[config.mk]
export PLATFORM = sky130hd
export DESIGN_NAME = annexb_access_unit_splitter
export DESIGN_NICKNAME = d
export VERILOG_FILES = /design/src/hw/rtl/aus_pkg.sv /design/src/hw/rtl/annexb_access_unit_splitter.sv /design/src/hw/rtl/aus_core.sv /design/src/hw/rtl/aus_out_stage.sv
export SDC_FILE = /design/constraint.sdc
export NUM_CORES = 1
export LEC_CHECK = 0
export ABC_AREA = 1
export BUFFER_PORTS_ARGS = -buffer_cell sky130_fd_sc_hd__buf_2
export CORE_MARGIN = 2
export CORE_UTILIZATION = 50
export DETAILED_ROUTE_END_ITERATION = 8
export GPL_TIMING_DRIVEN = 0
export PLACE_DENSITY_LB_ADDON = 0.1
export REMOVE_ABC_BUFFERS = 1
export SKIP_CTS_REPAIR_TIMING = 1
export SLEW_MARGIN = 0
export SYNTH_ARGS = -nofsm -noshare
export SYNTH_HDL_FRONTEND = slang
export SYNTH_HIERARCHICAL = 1
export SYNTH_SLANG_ARGS = --single-unit
[constraint.sdc]
create_clock -name aclk -period 3.05 [get_ports aclk]
set_input_delay 0.61 -clock aclk [delete_from_list [all_inputs] [get_ports aclk]]
set_output_delay 0.61 -clock aclk [all_outputs]
set_load 0.01 [all_outputs]
[src/hw/rtl/aus_pkg.sv]
// ----------------------------------------------------------------------------
// aus_pkg
// Shared types and constants for the Annex-B access unit splitter.
// ----------------------------------------------------------------------------
package aus_pkg;

    localparam int BYTE_BITS     = 8;
    localparam int CAP_BITS      = 25;
    localparam int DUR_BITS      = 20;
    localparam int OUT_TIME_BITS = 48;
    localparam int CFG_DATA_BITS = 25;
    localparam int LINE_DEPTH    = 4;
    localparam int FILL_BITS     = 3;
    localparam int CODE_BITS     = 3;

    localparam logic [CAP_BITS-1:0] CAP_RESET = CAP_BITS'(1048576);
    localparam logic [DUR_BITS-1:0] DUR_RESET = DUR_BITS'(1000000 / 90);

    localparam logic [4:0] NAL_TYPE_MASK  = 5'h1F;
    localparam logic [4:0] NAL_TYPE_SLICE = 5'd1;
    localparam logic [4:0] NAL_TYPE_IDR   = 5'd5;

    localparam logic [FILL_BITS-1:0] FILL_FULL    = FILL_BITS'(LINE_DEPTH);
    localparam logic [FILL_BITS-1:0] FILL_SEARCH  = FILL_BITS'(LINE_DEPTH - 1);
    localparam logic [CODE_BITS-1:0] CODE_LEN_3   = CODE_BITS'(3);
    localparam logic [CODE_BITS-1:0] CODE_LEN_4   = CODE_BITS'(4);

    localparam logic [BYTE_BITS-1:0] BYTE_ZERO = 8'h00;
    localparam logic [BYTE_BITS-1:0] BYTE_ONE  = 8'h01;

    typedef enum logic [0:0] {
        REG_UNIT_CAPACITY  = 1'b0,
        REG_FRAME_DURATION = 1'b1
    } cfg_reg_t;

    typedef struct packed {
        logic [OUT_TIME_BITS-1:0] unit_time;
        logic                     unit_truncated;
        logic                     last_of_unit;
        logic                     byte_kept;
        logic [BYTE_BITS-1:0]     unit_byte;
    } result_t;

endpackage

[src/hw/rtl/annexb_access_unit_splitter.sv]
// ----------------------------------------------------------------------------
// annexb_access_unit_splitter
// A byte comes out in the cycle after the item four bytes behind it is
// accepted; the four-byte start code window holds bytes back until then.
// Throughput: one byte per cycle, paced only by the output register.
// Reset (aresetn, synchronous): line empty, unsynced, count and time zero,
// registers back to capacity 1048576 and frame duration 11111.
// ----------------------------------------------------------------------------
module annexb_access_unit_splitter #(
    parameter int TIME_BITS  = 48,
    parameter int COUNT_BITS = 25
) (
    input  logic                              aclk,
    input  logic                              aresetn,
    input  logic                              s_tvalid,
    output logic                              s_tready,
    input  logic [7:0]                        s_tdata,   // [7:0] stream_byte
    output logic                              m_tvalid,
    input  logic                              m_tready,
    output logic [55:0]                       m_tdata,   // [7:0] unit_byte, [55:8] unit_time
    output logic [1:0]                        m_tuser,   // [0] byte_kept, [1] unit_truncated
    output logic                              m_tlast,
    input  logic                              cfg_wr_en,
    input  logic [0:0]                        cfg_addr,
    input  logic [aus_pkg::CFG_DATA_BITS-1:0] cfg_wdata
);

    logic             accept;
    logic             emit;
    aus_pkg::result_t core_result;
    aus_pkg::result_t out_result;

    assign accept = s_tvalid && s_tready;

    aus_core #(
        .TIME_BITS  (TIME_BITS),
        .COUNT_BITS (COUNT_BITS)
    ) u_core (
        .aclk        (aclk),
        .aresetn     (aresetn),
        .accept      (accept),
        .stream_byte (s_tdata),
        .cfg_wr_en   (cfg_wr_en),
        .cfg_addr    (aus_pkg::cfg_reg_t'(cfg_addr)),
        .cfg_wdata   (cfg_wdata),
        .emit        (emit),
        .result      (core_result)
    );

    aus_out_stage u_out (
        .aclk      (aclk),
        .aresetn   (aresetn),
        .load      (accept && emit),
        .load_data (core_result),
        .can_load  (s_tready),
        .out_valid (m_tvalid),
        .out_ready (m_tready),
        .out_data  (out_result)
    );

    assign m_tdata = {out_result.unit_time, out_result.unit_byte};
    assign m_tuser = {out_result.unit_truncated, out_result.byte_kept};
    assign m_tlast = out_result.last_of_unit;

endmodule

[src/hw/rtl/aus_core.sv]
// ----------------------------------------------------------------------------
// aus_core
// Delay line, start code search, NAL header decode, unit byte count and
// unit timestamp. Updates on every accepted byte and forms its result.
// ----------------------------------------------------------------------------
module aus_core #(
    parameter int TIME_BITS  = 48,
    parameter int COUNT_BITS = 25
) (
    input  logic                              aclk,
    input  logic                              aresetn,
    input  logic                              accept,
    input  logic [aus_pkg::BYTE_BITS-1:0]     stream_byte,
    input  logic                              cfg_wr_en,
    input  aus_pkg::cfg_reg_t                 cfg_addr,
    input  logic [aus_pkg::CFG_DATA_BITS-1:0] cfg_wdata,
    output logic                              emit,
    output aus_pkg::result_t                  result
);

    localparam int CMP_BITS = (COUNT_BITS > aus_pkg::CAP_BITS) ? COUNT_BITS : aus_pkg::CAP_BITS;

    logic [aus_pkg::BYTE_BITS-1:0] line_reg [aus_pkg::LINE_DEPTH];
    logic [aus_pkg::FILL_BITS-1:0] fill_reg, fill_next;
    logic                          synced_reg, synced_next;
    logic                          header_due_reg, header_due_next;
    logic                          is_pic_reg, is_pic_next;
    logic [aus_pkg::CODE_BITS-1:0] code_left_reg, code_left_next;
    logic [COUNT_BITS-1:0]         count_reg, count_next;
    logic [TIME_BITS-1:0]          time_reg, time_next;
    logic [aus_pkg::CAP_BITS-1:0]  capacity_reg;
    logic [aus_pkg::DUR_BITS-1:0]  duration_reg;

    logic                          leaving;
    logic                          last;
    logic                          kept;
    logic [aus_pkg::CODE_BITS-1:0] code_len;
    logic [4:0]                    nal_type;

    always_comb begin
        leaving         = (fill_reg >= aus_pkg::FILL_FULL);
        emit            = leaving && synced_reg;
        synced_next     = synced_reg;
        header_due_next = header_due_reg;
        is_pic_next     = is_pic_reg;
        code_left_next  = code_left_reg;
        count_next      = count_reg;
        time_next       = time_reg;
        last            = 1'b0;
        code_len        = '0;
        nal_type        = line_reg[0][4:0] & aus_pkg::NAL_TYPE_MASK;

        // header byte is the one leaving right after the start code
        if (leaving) begin
            if (code_left_reg != '0) begin
                code_left_next = code_left_reg - 1'b1;
                if (code_left_next == '0) begin
                    header_due_next = 1'b1;
                end
            end else if (header_due_reg) begin
                is_pic_next     = (nal_type == aus_pkg::NAL_TYPE_SLICE) ||
                                  (nal_type == aus_pkg::NAL_TYPE_IDR);
                header_due_next = 1'b0;
            end
        end

        // start code begins right after the byte leaving now
        if (fill_reg >= aus_pkg::FILL_SEARCH && code_left_next == '0 &&
            line_reg[1] == aus_pkg::BYTE_ZERO && line_reg[2] == aus_pkg::BYTE_ZERO) begin
            if (line_reg[3] == aus_pkg::BYTE_ONE) begin
                code_len = aus_pkg::CODE_LEN_3;
            end else if (line_reg[3] == aus_pkg::BYTE_ZERO &&
                         stream_byte == aus_pkg::BYTE_ONE) begin
                code_len = aus_pkg::CODE_LEN_4;
            end
        end

        if (code_len != '0) begin
            last            = emit && is_pic_next;
            is_pic_next     = 1'b0;
            header_due_next = 1'b0;
            code_left_next  = code_len;
            synced_next     = 1'b1;
        end

        kept = (CMP_BITS'(count_reg) < CMP_BITS'(capacity_reg));

        if (emit) begin
            if (count_reg != '1) begin
                count_next = count_reg + 1'b1;
            end
            if (last) begin
                count_next = '0;
                time_next  = time_reg + TIME_BITS'(duration_reg);
            end
        end

        result.unit_byte      = line_reg[0];
        result.byte_kept      = kept;
        result.last_of_unit   = last;
        result.unit_truncated = last && !kept;
        result.unit_time      = last ? aus_pkg::OUT_TIME_BITS'(time_reg) : '0;

        fill_next = (fill_reg < aus_pkg::FILL_FULL) ? fill_reg + 1'b1 : fill_reg;
    end

    always_ff @(posedge aclk) begin
        if (!aresetn) begin
            fill_reg       <= '0;
            synced_reg     <= 1'b0;
            header_due_reg <= 1'b0;
            is_pic_reg     <= 1'b0;
            code_left_reg  <= '0;
            count_reg      <= '0;
            time_reg       <= '0;
        end else if (accept) begin
            fill_reg       <= fill_next;
            synced_reg     <= synced_next;
            header_due_reg <= header_due_next;
            is_pic_reg     <= is_pic_next;
            code_left_reg  <= code_left_next;
            count_reg      <= count_next;
            time_reg       <= time_next;
        end
    end

    always_ff @(posedge aclk) begin
        if (accept) begin
            line_reg[0] <= line_reg[1];
            line_reg[1] <= line_reg[2];
            line_reg[2] <= line_reg[3];
            line_reg[3] <= stream_byte;
        end
    end

    always_ff @(posedge aclk) begin
        if (!aresetn) begin
            capacity_reg <= aus_pkg::CAP_RESET;
            duration_reg <= aus_pkg::DUR_RESET;
        end else if (cfg_wr_en) begin
            case (cfg_addr)
                aus_pkg::REG_UNIT_CAPACITY: begin
                    capacity_reg <= cfg_wdata[aus_pkg::CAP_BITS-1:0];
                end
                aus_pkg::REG_FRAME_DURATION: begin
                    duration_reg <= cfg_wdata[aus_pkg::DUR_BITS-1:0];
                end
                default: begin
                end
            endcase
        end
    end

endmodule

[src/hw/rtl/aus_out_stage.sv]
// ----------------------------------------------------------------------------
// aus_out_stage
// Result register on the master side; frees up as the result is taken.
// ----------------------------------------------------------------------------
module aus_out_stage (
    input  logic             aclk,
    input  logic             aresetn,
    input  logic             load,
    input  aus_pkg::result_t load_data,
    output logic             can_load,
    output logic             out_valid,
    input  logic             out_ready,
    output aus_pkg::result_t out_data
);

    logic             valid_reg, valid_next;
    aus_pkg::result_t data_reg;

    assign can_load  = !valid_reg || out_ready;
    assign out_valid = valid_reg;
    assign out_data  = data_reg;

    always_comb begin
        valid_next = valid_reg;
        if (load) begin
            valid_next = 1'b1;
        end else if (out_ready) begin
            valid_next = 1'b0;
        end
    end

    always_ff @(posedge aclk) begin
        if (!aresetn) begin
            valid_reg <= 1'b0;
        end else begin
            valid_reg <= valid_next;
        end
    end

    always_ff @(posedge aclk) begin
        if (load) begin
            data_reg <= load_data;
        end
    end

endmodule

# Word level (Yosys, flattened, before mapping)
# Memory sizes are Yosys's and may differ from the RTL's.
# Index checks and enable logic that the tools add are counted.
# word_totals
ff_bits	187
ramBits	32
in_bits	39
out_inout_bits	61
word_cells	82
mem_count	1
# op_classes
add_sub_neg	4
order_cmp	4
n_eq_ne	6
mux	21
bitwise	1
reduce_logical	30
# memory_table
name	words	word_bits	read_ports	rd_ports_with_merged_regs	write_ports	line	text
u_core.line_reg	4	8	4	0	4	aus_core.sv:23	logic [aus_pkg::BYTE_BITS-1:0] line_reg [aus_pkg::LINE_DEPTH];
# op_table
op	n
$mux W25	2
$add A48 B20 Y48	1
$add A25 B1 Y25 const B	1
$lt A25 B25 Y1	1
$ne A25 B25 Y1 const B	1
$logic_not A8 Y1	3
$mux W3	6
$eq A8 B1 Y1 const B	2
$mux W1	13
$logic_and A1 B1 Y1	9
$reduce_and A3 Y1	3
$reduce_and A2 Y1	4
$logic_not A3 Y1	2
$reduce_bool A2 Y1	3
$reduce_bool A3 Y1	2
$eq A5 B1 Y1 const B	1
$eq A5 B3 Y1 const B	1
$add A3 B1 Y3 const B	1
$ge A3 B2 Y1 const B	1
$ge A3 B3 Y1 const B	1
$lt A3 B3 Y1 const B	1
$ne A3 B3 Y1 const B	1
$sub A3 B1 Y3 const B	1
$logic_not A1 Y1	2
other kinds (2)	3

# Depth between registers and ports, before layout
# depth
depth_word	12
mapped_depth	20
depth_no_buf	19

# Modules after synthesis
# Netlist, hierarchy kept.
# modules_own_cells
mod	instances	cells_each	area_per_inst_um2
aus_core	1	1503	9814.4
aus_out_stage	1	65	1818.0
annexb_access_unit_splitter	1	4	17.5

# Worst setup path before layout
# No wires, ideal clock.
# synth_timing
path_kind	input to register
startpoint	in m_tready
endpoint	reg u_core.count_reg[10]
setup_ns	0.064
arrival_ns	2.923
required_ns	2.986
path_slack_ns	0.063
cell_stages	12
path_buffers	2
cell_sequence	inv_1 -> nand2_2 -> nand2_1 -> inv_1 -> buf_2 -> clkinv_1 -> nor2_1 -> clkbuf_1 -> nand3_1 -> nand2_1 -> inv_1 -> nor2_1
# synth_via
elab_chain_cells	3
# synth_lines
item	line	text
start: declaration	annexb_access_unit_splitter.sv:19	input logic m_tready,
$logic_or A1 B1 Y1	aus_out_stage.sv:19	assign can_load = !valid_reg || out_ready;
via s_tready	annexb_access_unit_splitter.sv:16	output logic s_tready,
$logic_and A1 B1 Y1	annexb_access_unit_splitter.sv:33	assign accept = s_tvalid && s_tready;
via accept	annexb_access_unit_splitter.sv:28	logic accept;
$reduce_and A3 Y1 (no source line)	-	
end signal: assignment	aus_core.sv:122	count_reg <= count_next;
end: declaration	aus_core.sv:29	logic [COUNT_BITS-1:0] count_reg, count_next;
# The timed path passes the listed nets, and every way through them passes these cells.
# A chain may end at the register's enable or synchronous reset.

# Worst setup path after layout
# layout_timing
startpoint	reg u_core/code_left_reg[0] (netlist bit)
endpoint	reg u_core.time_reg[44]
# layout_via
elab_chain_cells	11
# layout_lines
item	line	text
start: declaration	aus_core.sv:28	logic [aus_pkg::CODE_BITS-1:0] code_left_reg, code_left_next;
start signal: assignment	aus_core.sv:121	code_left_reg <= code_left_next;
$sub A3 B1 Y3 or $reduce_bool A3 Y1 (tied branches)	aus_core.sv:56, aus_core.sv:55	
$mux W3	aus_core.sv:55	if (code_left_reg != '0) begin
$mux W3	aus_core.sv:54	if (leaving) begin
$logic_not A3 Y1	aus_core.sv:68	if (fill_reg >= aus_pkg::FILL_SEARCH && code_left_next == '0 &&
$logic_and A1 B1 Y1 (2 in a row)	aus_core.sv:68	
$logic_and A1 B1 Y1	aus_core.sv:69	line_reg[1] == aus_pkg::BYTE_ZERO && line_reg[2] == aus_pkg::BYTE_ZERO) begin
$mux W3	aus_core.sv:68	
$reduce_bool A3 Y1	aus_core.sv:78	if (code_len != '0) begin
$mux W1 *	aus_core.sv:78	
$reduce_and A3 Y1 (no source line) *	-	
end signal: assignment	aus_core.sv:123	time_reg <= time_next;
end: declaration	aus_core.sv:30	logic [TIME_BITS-1:0] time_reg, time_next;
# Every way passes the cells marked *; elsewhere a longest branch is shown, timed or not.

==> impl_metrics.ini <==
[clock_network]
clock_path_buffers = 3
path_clk_slew_ns = 0.06
cts-root-buf = clkbuf_16
cts.sinks = 219
numCtsBuffers = 25
cts-htree-levels = 1
cts_tree = yes
clock_latency_ns = 0.54

[power]
vdd_drop_max_uv = 381
total_power_mw = 6.54
cellPowerDensity_nw_per_um2 = 489
leakagePower_nw = 5.77

[die]
dieArea_um2 = 24500
die_w_um = 157
chipHeight_um = 157
core_um2 = 22800
io_pins = 100
std_cell_rows = 55
start_util_pct = 51.1

[logic_synthesis]
synthTopCellsByArea = edfxtp_1, dfxtp_1, nand2_1
synth_cell_types = 47
synth_top_flop_cell = dfxtp_1
synth_edf_count = 91
syn_avg_cell_area_um2 = 7.41
synth-seq-cells = 219
yosysTopAreaCell = edfxtp_1
synth.yosys.seq_area_share_pct = 45.5
synthArstFlopShare_pct = 0
syn-cell-area_um2 = 11600
ys_warn_count = 6
synth_top_area_share_pct = 23.5
synthCells = 1572

[job]
maxCapViolCount = 0

[placement]
port_buffers = 99
place_inst = 1949
place_congestion = 0.940
dp_hpwl_um = 22600

[routing]
wl_met1_um = 12900
antenna_left = 0
routed.top_layer = met4
wl_met2_um = 14800
wl_met3_um = 1160
drc = 0
drt-initial-drc-count = 563
via_count = 10100
postRouteWirelength_um = 29900
viasPerCell = 5.04
wire_per_inst_um = 14.9
firstDrtPassIters = 6

[critical_path]
cp-end-kind = flip-flop
path_class = flip-flop to flip-flop
cp-start-kind = flip-flop
critPathMaxFanout = 13
cp.required_ns = 3.50
crit_arrival_ns = 3.24

[sta]
finalSetupViolations = 0
finalCritPeriodShare_pct = 91.2
rsz0062_at_grt = false
timing.slew.headroom_pct = 20.7
fin_crit_ns = 2.78
final_hold_viol_count = 0
fmax_ghz = 0.359
clock_skew_ns = 0.00680
worst_pin_slew_ns = 1.19
slew_violations = 0

[global_route]
grt_pass1_vias = 9544
antenna_found_initial = 0
grt_max_degree = 71
grt_usage_pct = 24.5
grt_pass1_wl_um = 47600
grt-ovfl-total = 0

[layout]
n_fill_cell = 2099
drive_gt1_share_pct = 10.5
final_nets = 1761
antenna_cells = 0
instances_no_fill = 2001
mostFrequentLayoutCells = nand2_1, inv_1, nor2_1, dfxtp_1, nand3_1
area_growth_pct = 14.9
largest_reg_flops = 59
final_common_cell = nand2_1

[run_status]
status = finished, final reports clean

[worst_hold_path]
hold_path_class = input port to flip-flop
## report_power, final
part | switching, mW | total (mW) | internal, mW
combinational | 0.228 | 0.344 | 0.117
sequential | 0.0436 | 3.16 | 3.11
clock | 1.21 | 3.04 | 1.83
## synthesized netlist by cell type, types with 2 or more instances
| cell | number |
|---|---|
| edfxtp_1 | 91 |
| a21oi_1 | 88 |
| o21ai_0 | 78 |
| o211ai_1 | 3 |
| nand3b_1 | 4 |
| o21ai_1 | 4 |
| inv_2 | 4 |
| o21a_1 | 3 |
| o21bai_1 | 2 |
| buf_4 | 4 |
| nor3b_1 | 6 |
| nor2_1 | 225 |
| nand2_1 | 391 |
| nor2_2 | 5 |
| ha_1 | 52 |
| dfxtp_1 | 128 |
| o22ai_1 | 3 |
| a31oi_1 | 2 |
| xor2_1 | 18 |
| inv_1 | 233 |
| nand4_1 | 34 |
| and3_1 | 2 |
| or2_2 | 2 |
| nor3_1 | 25 |
| and2_1 | 2 |
| nand3_1 | 103 |
| nand2_2 | 3 |
| xnor2_1 | 3 |
| buf_2 | 12 |
| nor4_1 | 3 |
| clkbuf_1 | 23 |
## critical path, stage by stage, from the launching register on
cell	delay, ns
dfxtp_1	0.39
inv_1	0.10
ha_1	0.22
ha_1	0.22
nor2_1	0.15
nand2_1	0.07
nand2_1	0.14
nand3_1	0.09
nor2_1	0.13
nand4_1	0.15
nand2_2	0.20
nand3_2	0.33
inv_4	0.27
nand2_1	0.08
a21oi_1	0.12
## metrics by stage
stage / hold slack [ns] / cell area (um^2) / setup slack [ns] / util [%] / setup TNS (ns)
floorplan: 0.400 / 11500 / -1.12 / - / -41.60
global placement: 0.404 / 12300 / -2.77 / 54.2 / -259.81
detailed placement: 0.405 / 12400 / -1.78 / 54.6 / -103.92
CTS: 0.244 / 13300 / -1.38 / 58.3 / -73.19
global route: 0.247 / 13400 / 0.0165 / 58.8 / 0
finish: 0.258 / 13400 / 0.268 / 58.8 / 0
## cell type report
class / instances / area (um^2) / area share, %
clock buffer: 36 / 728 / 5.44
clock inverter: 10 / 116 / 0.869
inverter: 238 / 900 / 6.72
multi-input combinational: 1074 / 5310 / 39.7
sequential: 219 / 5300 / 39.6
tap: 313 / 392 / 2.93
timing repair buffer: 110 / 638 / 4.77
timing repair inverter: 1 / 7.51 / 0.0561
## per-layer routing
metal	track usage, %	vias up
met3	2.99	62
met1	30.3	4569
met2	43.9	188
met4	8.74	0
li1	-	5263
met5	0	-
## final timing paths
path                                                    endpoint  slack [ns]  cells past startpoint                                  from
worst min-delay path             u_core/line_reg[3][1]$_DFFE_PP_        0.26                      1                            s_tdata[1]
worst max register to register  u_core/time_reg[44]$_SDFFE_PN0P_        0.27                     14  u_core/code_left_reg[0]$_SDFFE_PN0P_
worst min register to register       u_out/out_data[2]$_DFFE_PP_        0.42                      0       u_core/line_reg[0][2]$_DFFE_PP_
worst max-delay path            u_core/time_reg[44]$_SDFFE_PN0P_        0.27                     14  u_core/code_left_reg[0]$_SDFFE_PN0P_
## kinds of logic (layout without fill, tap and decap cells)
kind of cell,after synthesis,in the layout,synth area share [%]
DFF,219,219,45.5
adders and majority gates,53,53,5.76
AOI/OAI and AO/OA,191,191,8.68
buffers and inverters,279,395,9.31
and+or+nand+nor,809,809,29.2
xor gates and xnor gates,21,21,1.58
(Power assumes the default switching activity.)
